[src/hdl/gcps_pkg.sv]
// Package for the greedy coin payout selector.
// Holds item types, op codes, sequencer states and sizing constants.
// Depends on nothing; every other file imports it.
`timescale 1ns / 1ps
`default_nettype none

package gcps_pkg;

  // Number of tubes in the table and the width of a tube index.
  localparam int unsigned TUBE_COUNT = 16;
  localparam int unsigned TubeIdxW   = 4;
  localparam int unsigned ValueW     = 16;
  localparam int unsigned StockW     = 8;
  localparam int unsigned CountW     = 4;
  // Width of the shared compare and subtract unit: a value shifted by up to four.
  localparam int unsigned AluW       = ValueW + CountW;
  // Shift that tests for a quotient of sixteen or more.
  localparam logic [2:0]  SatShift   = 3'd4;

  typedef enum logic [1:0] {
    OP_WRITE = 2'd0,
    OP_START = 2'd1,
    OP_STEP  = 2'd2,
    OP_NONE  = 2'd3
  } op_e;

  typedef enum logic [1:0] {
    ST_IDLE,
    ST_SCAN,
    ST_DIV,
    ST_OUT
  } state_e;

  typedef struct packed {
    logic [1:0]          op;
    logic [TubeIdxW-1:0] tube_index;
    logic                tube_active;
    logic                tube_is_token;
    logic [StockW-1:0]   tube_stock;
    logic [ValueW-1:0]   coin_value;
    logic [ValueW-1:0]   payout_amount;
  } in_item_t;

  typedef struct packed {
    logic [TubeIdxW-1:0] tube_sel;
    logic [CountW-1:0]   coin_count;
    logic                finished;
    logic                success;
    logic [ValueW-1:0]   remaining;
  } out_item_t;

  // One tube entry as stored in the table.
  typedef struct packed {
    logic              active;
    logic              token;
    logic [StockW-1:0] stock;
    logic [ValueW-1:0] value;
  } tube_entry_t;

  // Write request into the tube table.
  typedef struct packed {
    logic                en;
    logic [TubeIdxW-1:0] idx;
    tube_entry_t         entry;
  } tube_wr_t;

endpackage

`default_nettype wire

[src/hdl/gcps_tube_table.sv]
// Tube table of the payout selector: one entry per coin tube.
// Uses tube_entry_t and tube_wr_t from gcps_pkg.
`timescale 1ns / 1ps
`default_nettype none

module gcps_tube_table (
  input  logic                      clk_i,
  input  logic                      rst_ni,
  input  gcps_pkg::tube_wr_t        wr_i,
  input  logic [gcps_pkg::TubeIdxW-1:0] rd_idx_i,
  output gcps_pkg::tube_entry_t     rd_entry_o
);
  import gcps_pkg::*;

  logic [TUBE_COUNT-1:0] active_q;
  tube_entry_t           entry_q [TUBE_COUNT];

  // Active flags reset to zero, so an unwritten tube is never usable.
  always_ff @(posedge clk_i or negedge rst_ni) begin
    if (!rst_ni) begin
      active_q <= '0;
    end else if (wr_i.en) begin
      active_q[wr_i.idx] <= wr_i.entry.active;
    end
  end

  // Entry payload needs no reset.
  always_ff @(posedge clk_i) begin
    if (wr_i.en) begin
      entry_q[wr_i.idx] <= wr_i.entry;
    end
  end

  // Read port for the scan.
  always_comb begin
    rd_entry_o        = entry_q[rd_idx_i];
    rd_entry_o.active = active_q[rd_idx_i];
  end

endmodule

`default_nettype wire

[src/hdl/gcps_cmp_sub.sv]
// Shared compare and subtract unit of the payout selector.
// Serves the best-value compare of the scan and each division step.
`timescale 1ns / 1ps
`default_nettype none

module gcps_cmp_sub (
  input  logic [gcps_pkg::AluW-1:0] a_i,
  input  logic [gcps_pkg::AluW-1:0] b_i,
  output logic                      ge_o,
  output logic [gcps_pkg::AluW-1:0] diff_o
);
  import gcps_pkg::*;

  logic [AluW:0] wide;

  // One subtraction gives both the difference and the borrow.
  always_comb begin
    wide   = {1'b0, a_i} - {1'b0, b_i};
    ge_o   = ~wide[AluW];
    diff_o = wide[AluW-1:0];
  end

endmodule

`default_nettype wire

[src/hdl/greedy_coin_payout_selector.sv]
// Top level of the greedy coin payout selector: sequencer, remainder and output register.
// Instantiates gcps_tube_table and gcps_cmp_sub; types from gcps_pkg.
//
//   Channel  Direction  Handshake                 Payload
//   in       input      in_valid_i / in_stall_o   in_item_i  (in_item_t)
//   out      output     out_valid_o / out_stall_i out_item_o (out_item_t)
//
// Write, start and unused op items give no result.
// A step item scans the tubes one per cycle, then runs the division on the
// shared compare and subtract unit if a tube was found, and then loads the
// output register once it is free.
// Reset clears the tube active flags, the remainder, the sequencer and the output valid.
// A stalled result holds in the output register; the block takes the next item meanwhile.
`timescale 1ns / 1ps
`default_nettype none

module greedy_coin_payout_selector (
  input  logic                clk_i,
  input  logic                rst_ni,
  input  logic                in_valid_i,
  output logic                in_stall_o,
  input  gcps_pkg::in_item_t  in_item_i,
  output logic                out_valid_o,
  input  logic                out_stall_i,
  output gcps_pkg::out_item_t out_item_o
);
  import gcps_pkg::*;

  localparam logic [TubeIdxW-1:0] LastIdx = TubeIdxW'(TUBE_COUNT - 1);

  state_e              state_q, state_d;
  logic [ValueW-1:0]   rem_q, rem_d;
  logic [ValueW-1:0]   part_q, part_d;
  logic [ValueW-1:0]   best_val_q, best_val_d;
  logic [TubeIdxW-1:0] best_idx_q, best_idx_d;
  logic                found_q, found_d;
  logic [TubeIdxW-1:0] scan_idx_q, scan_idx_d;
  logic [2:0]          div_k_q, div_k_d;
  logic                sat_q, sat_d;
  logic [CountW-1:0]   count_q, count_d;
  logic                out_valid_q, out_valid_d;
  out_item_t           out_item_q, out_item_d;

  tube_wr_t            tube_wr;
  tube_entry_t         entry;
  logic [AluW-1:0]     alu_a, alu_b, alu_diff;
  logic                alu_ge;
  logic                accept;
  logic                usable;
  logic                better;

  gcps_tube_table u_table (
    .clk_i      (clk_i),
    .rst_ni     (rst_ni),
    .wr_i       (tube_wr),
    .rd_idx_i   (scan_idx_q),
    .rd_entry_o (entry)
  );

  gcps_cmp_sub u_alu (
    .a_i    (alu_a),
    .b_i    (alu_b),
    .ge_o   (alu_ge),
    .diff_o (alu_diff)
  );

  assign in_stall_o  = (state_q != ST_IDLE);
  assign accept      = in_valid_i && !in_stall_o;
  assign out_valid_o = out_valid_q;
  assign out_item_o  = out_item_q;

  // Operands of the shared unit: best-value compare while scanning, trial subtract while dividing.
  always_comb begin
    if (state_q == ST_DIV) begin
      alu_a = AluW'(part_q);
      alu_b = AluW'(best_val_q) << div_k_q;
    end else begin
      alu_a = AluW'(best_val_q);
      alu_b = AluW'(entry.value);
    end
  end

  // Usable test for the entry under the scan; better when the best so far is lower.
  always_comb begin
    usable = entry.active && !entry.token && (entry.stock != '0) &&
             (entry.value != '0) && (entry.value <= rem_q);
    better = usable && (!found_q || !alu_ge);
  end

  // Table write for accepted write items.
  always_comb begin
    tube_wr.en          = accept && (op_e'(in_item_i.op) == OP_WRITE) &&
                          ({1'b0, in_item_i.tube_index} < (TubeIdxW + 1)'(TUBE_COUNT));
    tube_wr.idx         = in_item_i.tube_index;
    tube_wr.entry.active = in_item_i.tube_active;
    tube_wr.entry.token = in_item_i.tube_is_token;
    tube_wr.entry.stock = in_item_i.tube_stock;
    tube_wr.entry.value = in_item_i.coin_value;
  end

  // Sequencer: next state and datapath updates.
  always_comb begin
    state_d     = state_q;
    rem_d       = rem_q;
    part_d      = part_q;
    best_val_d  = best_val_q;
    best_idx_d  = best_idx_q;
    found_d     = found_q;
    scan_idx_d  = scan_idx_q;
    div_k_d     = div_k_q;
    sat_d       = sat_q;
    count_d     = count_q;
    out_valid_d = out_valid_q && out_stall_i;
    out_item_d  = out_item_q;

    unique case (state_q)
      ST_IDLE: begin
        if (accept) begin
          unique case (op_e'(in_item_i.op))
            OP_START: rem_d = in_item_i.payout_amount;
            OP_STEP: begin
              state_d    = ST_SCAN;
              scan_idx_d = '0;
              found_d    = 1'b0;
            end
            OP_WRITE, OP_NONE: ;
            default: ;
          endcase
        end
      end

      ST_SCAN: begin
        if (better) begin
          found_d    = 1'b1;
          best_val_d = entry.value;
          best_idx_d = scan_idx_q;
        end
        if (scan_idx_q == LastIdx) begin
          part_d  = rem_q;
          div_k_d = SatShift;
          sat_d   = 1'b0;
          count_d = '0;
          state_d = (found_q || better) ? ST_DIV : ST_OUT;
        end else begin
          scan_idx_d = scan_idx_q + TubeIdxW'(1);
        end
      end

      ST_DIV: begin
        if (div_k_q == SatShift) begin
          // Quotient of sixteen or more: every following step subtracts.
          sat_d = alu_ge;
        end else if (sat_q || alu_ge) begin
          part_d                  = alu_diff[ValueW-1:0];
          count_d[div_k_q[1:0]]   = 1'b1;
        end
        if (div_k_q == '0) begin
          state_d = ST_OUT;
        end else begin
          div_k_d = div_k_q - 3'd1;
        end
      end

      ST_OUT: begin
        if (!out_valid_q || !out_stall_i) begin
          out_valid_d = 1'b1;
          state_d     = ST_IDLE;
          if (found_q) begin
            rem_d                 = part_q;
            out_item_d.tube_sel   = best_idx_q;
            out_item_d.coin_count = count_q;
            out_item_d.finished   = 1'b0;
            out_item_d.success    = 1'b0;
            out_item_d.remaining  = part_q;
          end else begin
            out_item_d.tube_sel   = '0;
            out_item_d.coin_count = '0;
            out_item_d.finished   = 1'b1;
            out_item_d.success    = (rem_q == '0);
            out_item_d.remaining  = rem_q;
          end
        end
      end

      default: state_d = ST_IDLE;
    endcase
  end

  // Control registers.
  always_ff @(posedge clk_i or negedge rst_ni) begin
    if (!rst_ni) begin
      state_q     <= ST_IDLE;
      rem_q       <= '0;
      found_q     <= 1'b0;
      scan_idx_q  <= '0;
      div_k_q     <= '0;
      sat_q       <= 1'b0;
      out_valid_q <= 1'b0;
    end else begin
      state_q     <= state_d;
      rem_q       <= rem_d;
      found_q     <= found_d;
      scan_idx_q  <= scan_idx_d;
      div_k_q     <= div_k_d;
      sat_q       <= sat_d;
      out_valid_q <= out_valid_d;
    end
  end

  // Payload registers.
  always_ff @(posedge clk_i) begin
    part_q     <= part_d;
    best_val_q <= best_val_d;
    best_idx_q <= best_idx_d;
    count_q    <= count_d;
    out_item_q <= out_item_d;
  end

endmodule

`default_nettype wire

[config.mk]
export PLATFORM = sky130hd
export DESIGN_NAME = greedy_coin_payout_selector
export DESIGN_NICKNAME = d
export VERILOG_FILES = /design/src/hdl/gcps_pkg.sv /design/src/hdl/gcps_tube_table.sv /design/src/hdl/gcps_cmp_sub.sv /design/src/hdl/greedy_coin_payout_selector.sv
export SDC_FILE = /design/constraint.sdc
export NUM_CORES = 1
export LEC_CHECK = 0
export BUFFER_PORTS_ARGS = -buffer_cell sky130_fd_sc_hd__clkbuf_2
export CORE_MARGIN = 3
export CORE_UTILIZATION = 60
export DETAILED_ROUTE_END_ITERATION = 16
export GPL_TIMING_DRIVEN = 0
export MAX_ROUTING_LAYER = met4
export PLACE_DENSITY = 0.89
export SLEW_MARGIN = 20
export SYNTH_ARGS = -nofsm -noshare
export SYNTH_HDL_FRONTEND = slang
export SYNTH_SLANG_ARGS = --single-unit
export TNS_END_PERCENT = 30
[constraint.sdc]
create_clock -name clk_i -period 5.7 [get_ports clk_i]
set_input_delay 0.285 -clock clk_i [delete_from_list [all_inputs] [get_ports clk_i]]
set_output_delay 0.285 -clock clk_i [all_outputs]
set_load 0.03 [all_outputs]
==> summary.md <==
| Metric | Value |
|---|---|
| Status | `completed` |
| Clock tree root driver cell | `clkbuf_16` |
| FF+latch count, synth | `510` |
| WS Path Type | `register to register` |
| Reg clk slew, reported paths | `0.06 ns` |
| Total die area | `37650 µm²` |
| HP Class | `primary input to register` |
| Final period util | `0.9568` |
| Area occupied by multi-input gates | `5886 µm²` |
| Slew HR | `0.3420` |
| DP Wirelength | `34700 µm` |
| Max VDD drop | `384.2 µV` |
| Setup crit end kind | `register` |
| Initial Utilization | `0.6112` |
| Initial drt markers | `1770` |
| Pre-antenna DRT Iters | `6` |
| Syn_area_per_cell | `16.31 µm²` |
| Mux contribution to synthesized area | `0.1122` |
| Total GRT Usage | `0.3120` |
| Post-Route M1 WL | `20240 µm` |
| Synth Area in XOR/XNOR | `0.002890` |
| Compound-Gate Fraction of Synth Area | `0.06493` |
| Clk pwr share | `0.286` |
| Final net count | `1568` |
| LEAKAGE | `8.482 nW` |
| Clk_lat worst skew | `0.62 ns` |
| Internal power | `8.347 mW` |
| DRT antenna net count | `0` |
| WL/cell | `29.21 µm` |
| WP data required | `5.99 ns` |
| Commonest non-fill, non-tap cell in the layout | `edfxtp_1` |
| Main combinational cell family by area after synthesis | `multiplexers` |
| WL final | `57520 µm` |
| Achievable frequency | `0.1834 GHz` |
| First-pass GRT wire length | `84940 µm` |
| Skew final | `0.02681 ns` |
| Switch Pwr | `4.415 mW` |
| Grt total ovfl | `0` |
| Cts bufs inserted | `49` |
| DRC errors left | `0` |
| Commonest cells after routing, fill and taps aside | `edfxtp_1, nand2_1, clkbuf_2` |
| Total number of vias | `13520` |
| Asr flop ratio synth | `0.08627` |
| Final hold viol count | `0` |
| # rows | `68` |
| DR WL met3 | `5250 µm` |
| Netlist cell types | `67` |
| Pwr Density | `515.9 nW/µm²` |
| Top layer reached by signal wires | `met4` |
| Switching share of power | `0.3460` |
| EDFF count, synth | `466` |
| Clock sinks | `510` |
| Met2 Routed Length | `29100 µm` |
| Vias per std cell | `6.864` |
| Post-synthesis simple-gate area fraction | `0.06416` |
| Routability Congestion | `0.9801` |
| Top Ports | `80` |
| Mapped Nets | `1397` |
| Total chip power | `12.76 mW` |
| Fillers | `2010` |
| Final setup fails | `0` |
| CTS tree | `done` |
| Area of the core | `34710 µm²` |
| CP max FO | `10` |
| Post-synthesis adder-cell area fraction | `0.02630` |
| CTS HTree Levels | `2` |
| Final WS setup | `0.2461 ns` |
| Fin. max-slew vios | `0` |
| Initial antenna violation count | `1` |
| Worst EP arrival | `5.74 ns` |
| Post-synthesis cell area | `21220 µm²` |
| Gate power share | `0.340` |
| Chip Width | `194.0 µm` |
| Worst-margin pin slew | `0.9767 ns` |
| Yosys warns | `0` |
| I/O Buffers | `79` |
| Seq pwr share | `0.374` |
| FF+latch area | `15090 µm²` |
| Area Overhead vs Synth | `16.60%` |
| Fin crit period | `5.454 ns` |
| Clock buffer depth | `3` |
| Max-Cap Viols | `0` |
| Largest net degree at the start of global routing | `45` |
| Setup crit start kind | `register` |
| Prevailing post-synth register cell | `edfxtp_1` |
| Vias in the first global route | `13570` |
| Worst slack, placed | `-0.1427 ns` |
| Mapped Cells | `1301` |
| Fraction of layout cells with a size suffix above 1 | `0.2102` |
| Fraction of the yosys area taken by sequential cells | `0.7114` |
| Die Y | `194.0 µm` |
per-layer routing:
metal  vias up  global-route usage
met5         -                   -
met1      6718              0.3776
met3       245             0.05265
met4         0              0.1566
li1       5506                   -
met2      1047              0.5142
power by group through the flow:
| stage | Clock [mW] | Combinational (mW) | Sequential (mW) |
|---|---|---|---|
| 2_1_floorplan | 0 | 2.86 | 4.90 |
| 3_3_place_gp | 0 | 3.99 | 4.83 |
| 3_5_place_dp | 0 | 4.16 | 4.83 |
| 4_1_cts | 3.67 | 4.23 | 4.76 |
| 5_1_grt | 3.81 | 4.68 | 4.79 |
| 6_report | 3.65 | 4.34 | 4.77 |
through the flow:
step                      TNS (ns)    util  cells  hold slack (ns)  cell area (µm²)
after floorplan                  0       -   1301         -0.01059            21220
after global placement      -13.25  0.6390   1835           0.4595            22180
after detailed placement    -2.829  0.6541   1859           0.4430            22710
after CTS                        0  0.7116   1967          0.01011            24700
after global routing       -0.1980  0.7127   1969          0.03606            24740
final                            0  0.7127   1969          0.02863            24740
sequential cells by signal, indices dropped and copies added (netlist names):
register          count
rem_q                16
out_valid_o           1
div_k_q               3
state_q               2
count_q               4
part_q               16
out_item_o           26
found_q               1
u_table.entry_q     400
sat_q                 1
best_idx_q            4
u_table.active_q     16
best_val_q           16
scan_idx_q            4
cell usage after synthesis, drive strengths merged (9+ instances only):
cell type	n	area share
edfxtp	466	0.66
nand2	89	0.016
mux4	62	0.066
nor2	61	0.011
a21oi	60	0.014
mux2i	60	0.028
o21ai	59	0.014
dfrtp	44	0.052
ha	43	0.025
clkbuf	40	0.0071
nor4	39	0.012
mux2	33	0.018
inv	32	0.0057
a211oi	17	0.0060
nor3	17	0.0040
buf	15	0.0050
nand3	15	0.0035
a221oi	13	0.0054
and2	12	0.0035
nor2b	11	0.0032
nand4	10	0.0029
a22oi	9	0.0032
nand2b	9	0.0027
final timing paths:
| check | slack, ns | end | cells after the start | start |
|---|---|---|---|---|
| worst max-delay path | 0.25 | part_q[0]$_DFFE_PP_ | 16 | scan_idx_q[1]$_DFFE_PN0P_ |
| worst min-delay path | 0.03 | rem_q[10]$_DFFE_PN0P_ | 3 | in_item_i[10] |
| worst max register to register | 0.25 | part_q[0]$_DFFE_PP_ | 16 | scan_idx_q[1]$_DFFE_PN0P_ |
| min in group asynchronous | 0.36 | u_table.active_q[7]$_DFFE_PN0P_ | 2 | rst_ni |
| worst min register to register | 0.52 | u_table.active_q[8]$_DFFE_PN0P_ | 1 | u_table.active_q[8]$_DFFE_PN0P_ |
| max in group asynchronous | 4.80 | div_k_q[0]$_DFFE_PN0P_ | 2 | rst_ni |
critical path, cell delays in order (launching register included):
cell	delay, ns
dfrtp_1	0.42
clkbuf_1	0.41
buf_2	0.38
clkbuf_2	0.42
mux4_2	0.36
a22oi_1	0.26
nand2_1	0.21
o21ai_0	0.22
ha_1	0.30
o21ai_0	0.10
a21oi_1	0.11
o41ai_1	0.38
nand3b_1	0.25
a2111oi_0	0.44
nor2_1	0.21
o21bai_1	0.42
a21oi_4	0.24
area by class of cell:
cell class / instances / share of cell area
clock inverter: 27 / 0.02018
buffer: 55 / 0.01067
multi-input combinational: 703 / 0.2379
sequential: 510 / 0.6102
timing repair buffer: 119 / 0.03879
antenna: 1 / 0.0001012
clock buffer: 65 / 0.05402
tap: 455 / 0.02301
inverter: 34 / 0.005159
repair_timing:
item                       CTS  global route
pin swaps                    0             1
setup buffers                0             0
hold buffers                16             0
hold endpoints to repair    59             0
setup endpoints to repair   20            40
cloned                       0             1
resized for setup            1            15
kinds of logic (layout without fill, tap and decap cells):
logic type	Yosys count	after routing
other	0	1
multiplexers	155	155
AND/OR/NAND/NOR	281	281
adder cells (fa/ha/maj)	44	44
AO/OA/AOI/OAI	215	216
XOR/XNOR	7	7
flip-flops	510	510
buffers and inverters	89	300
No activity file was read; power rests on OpenSTA's default activity.
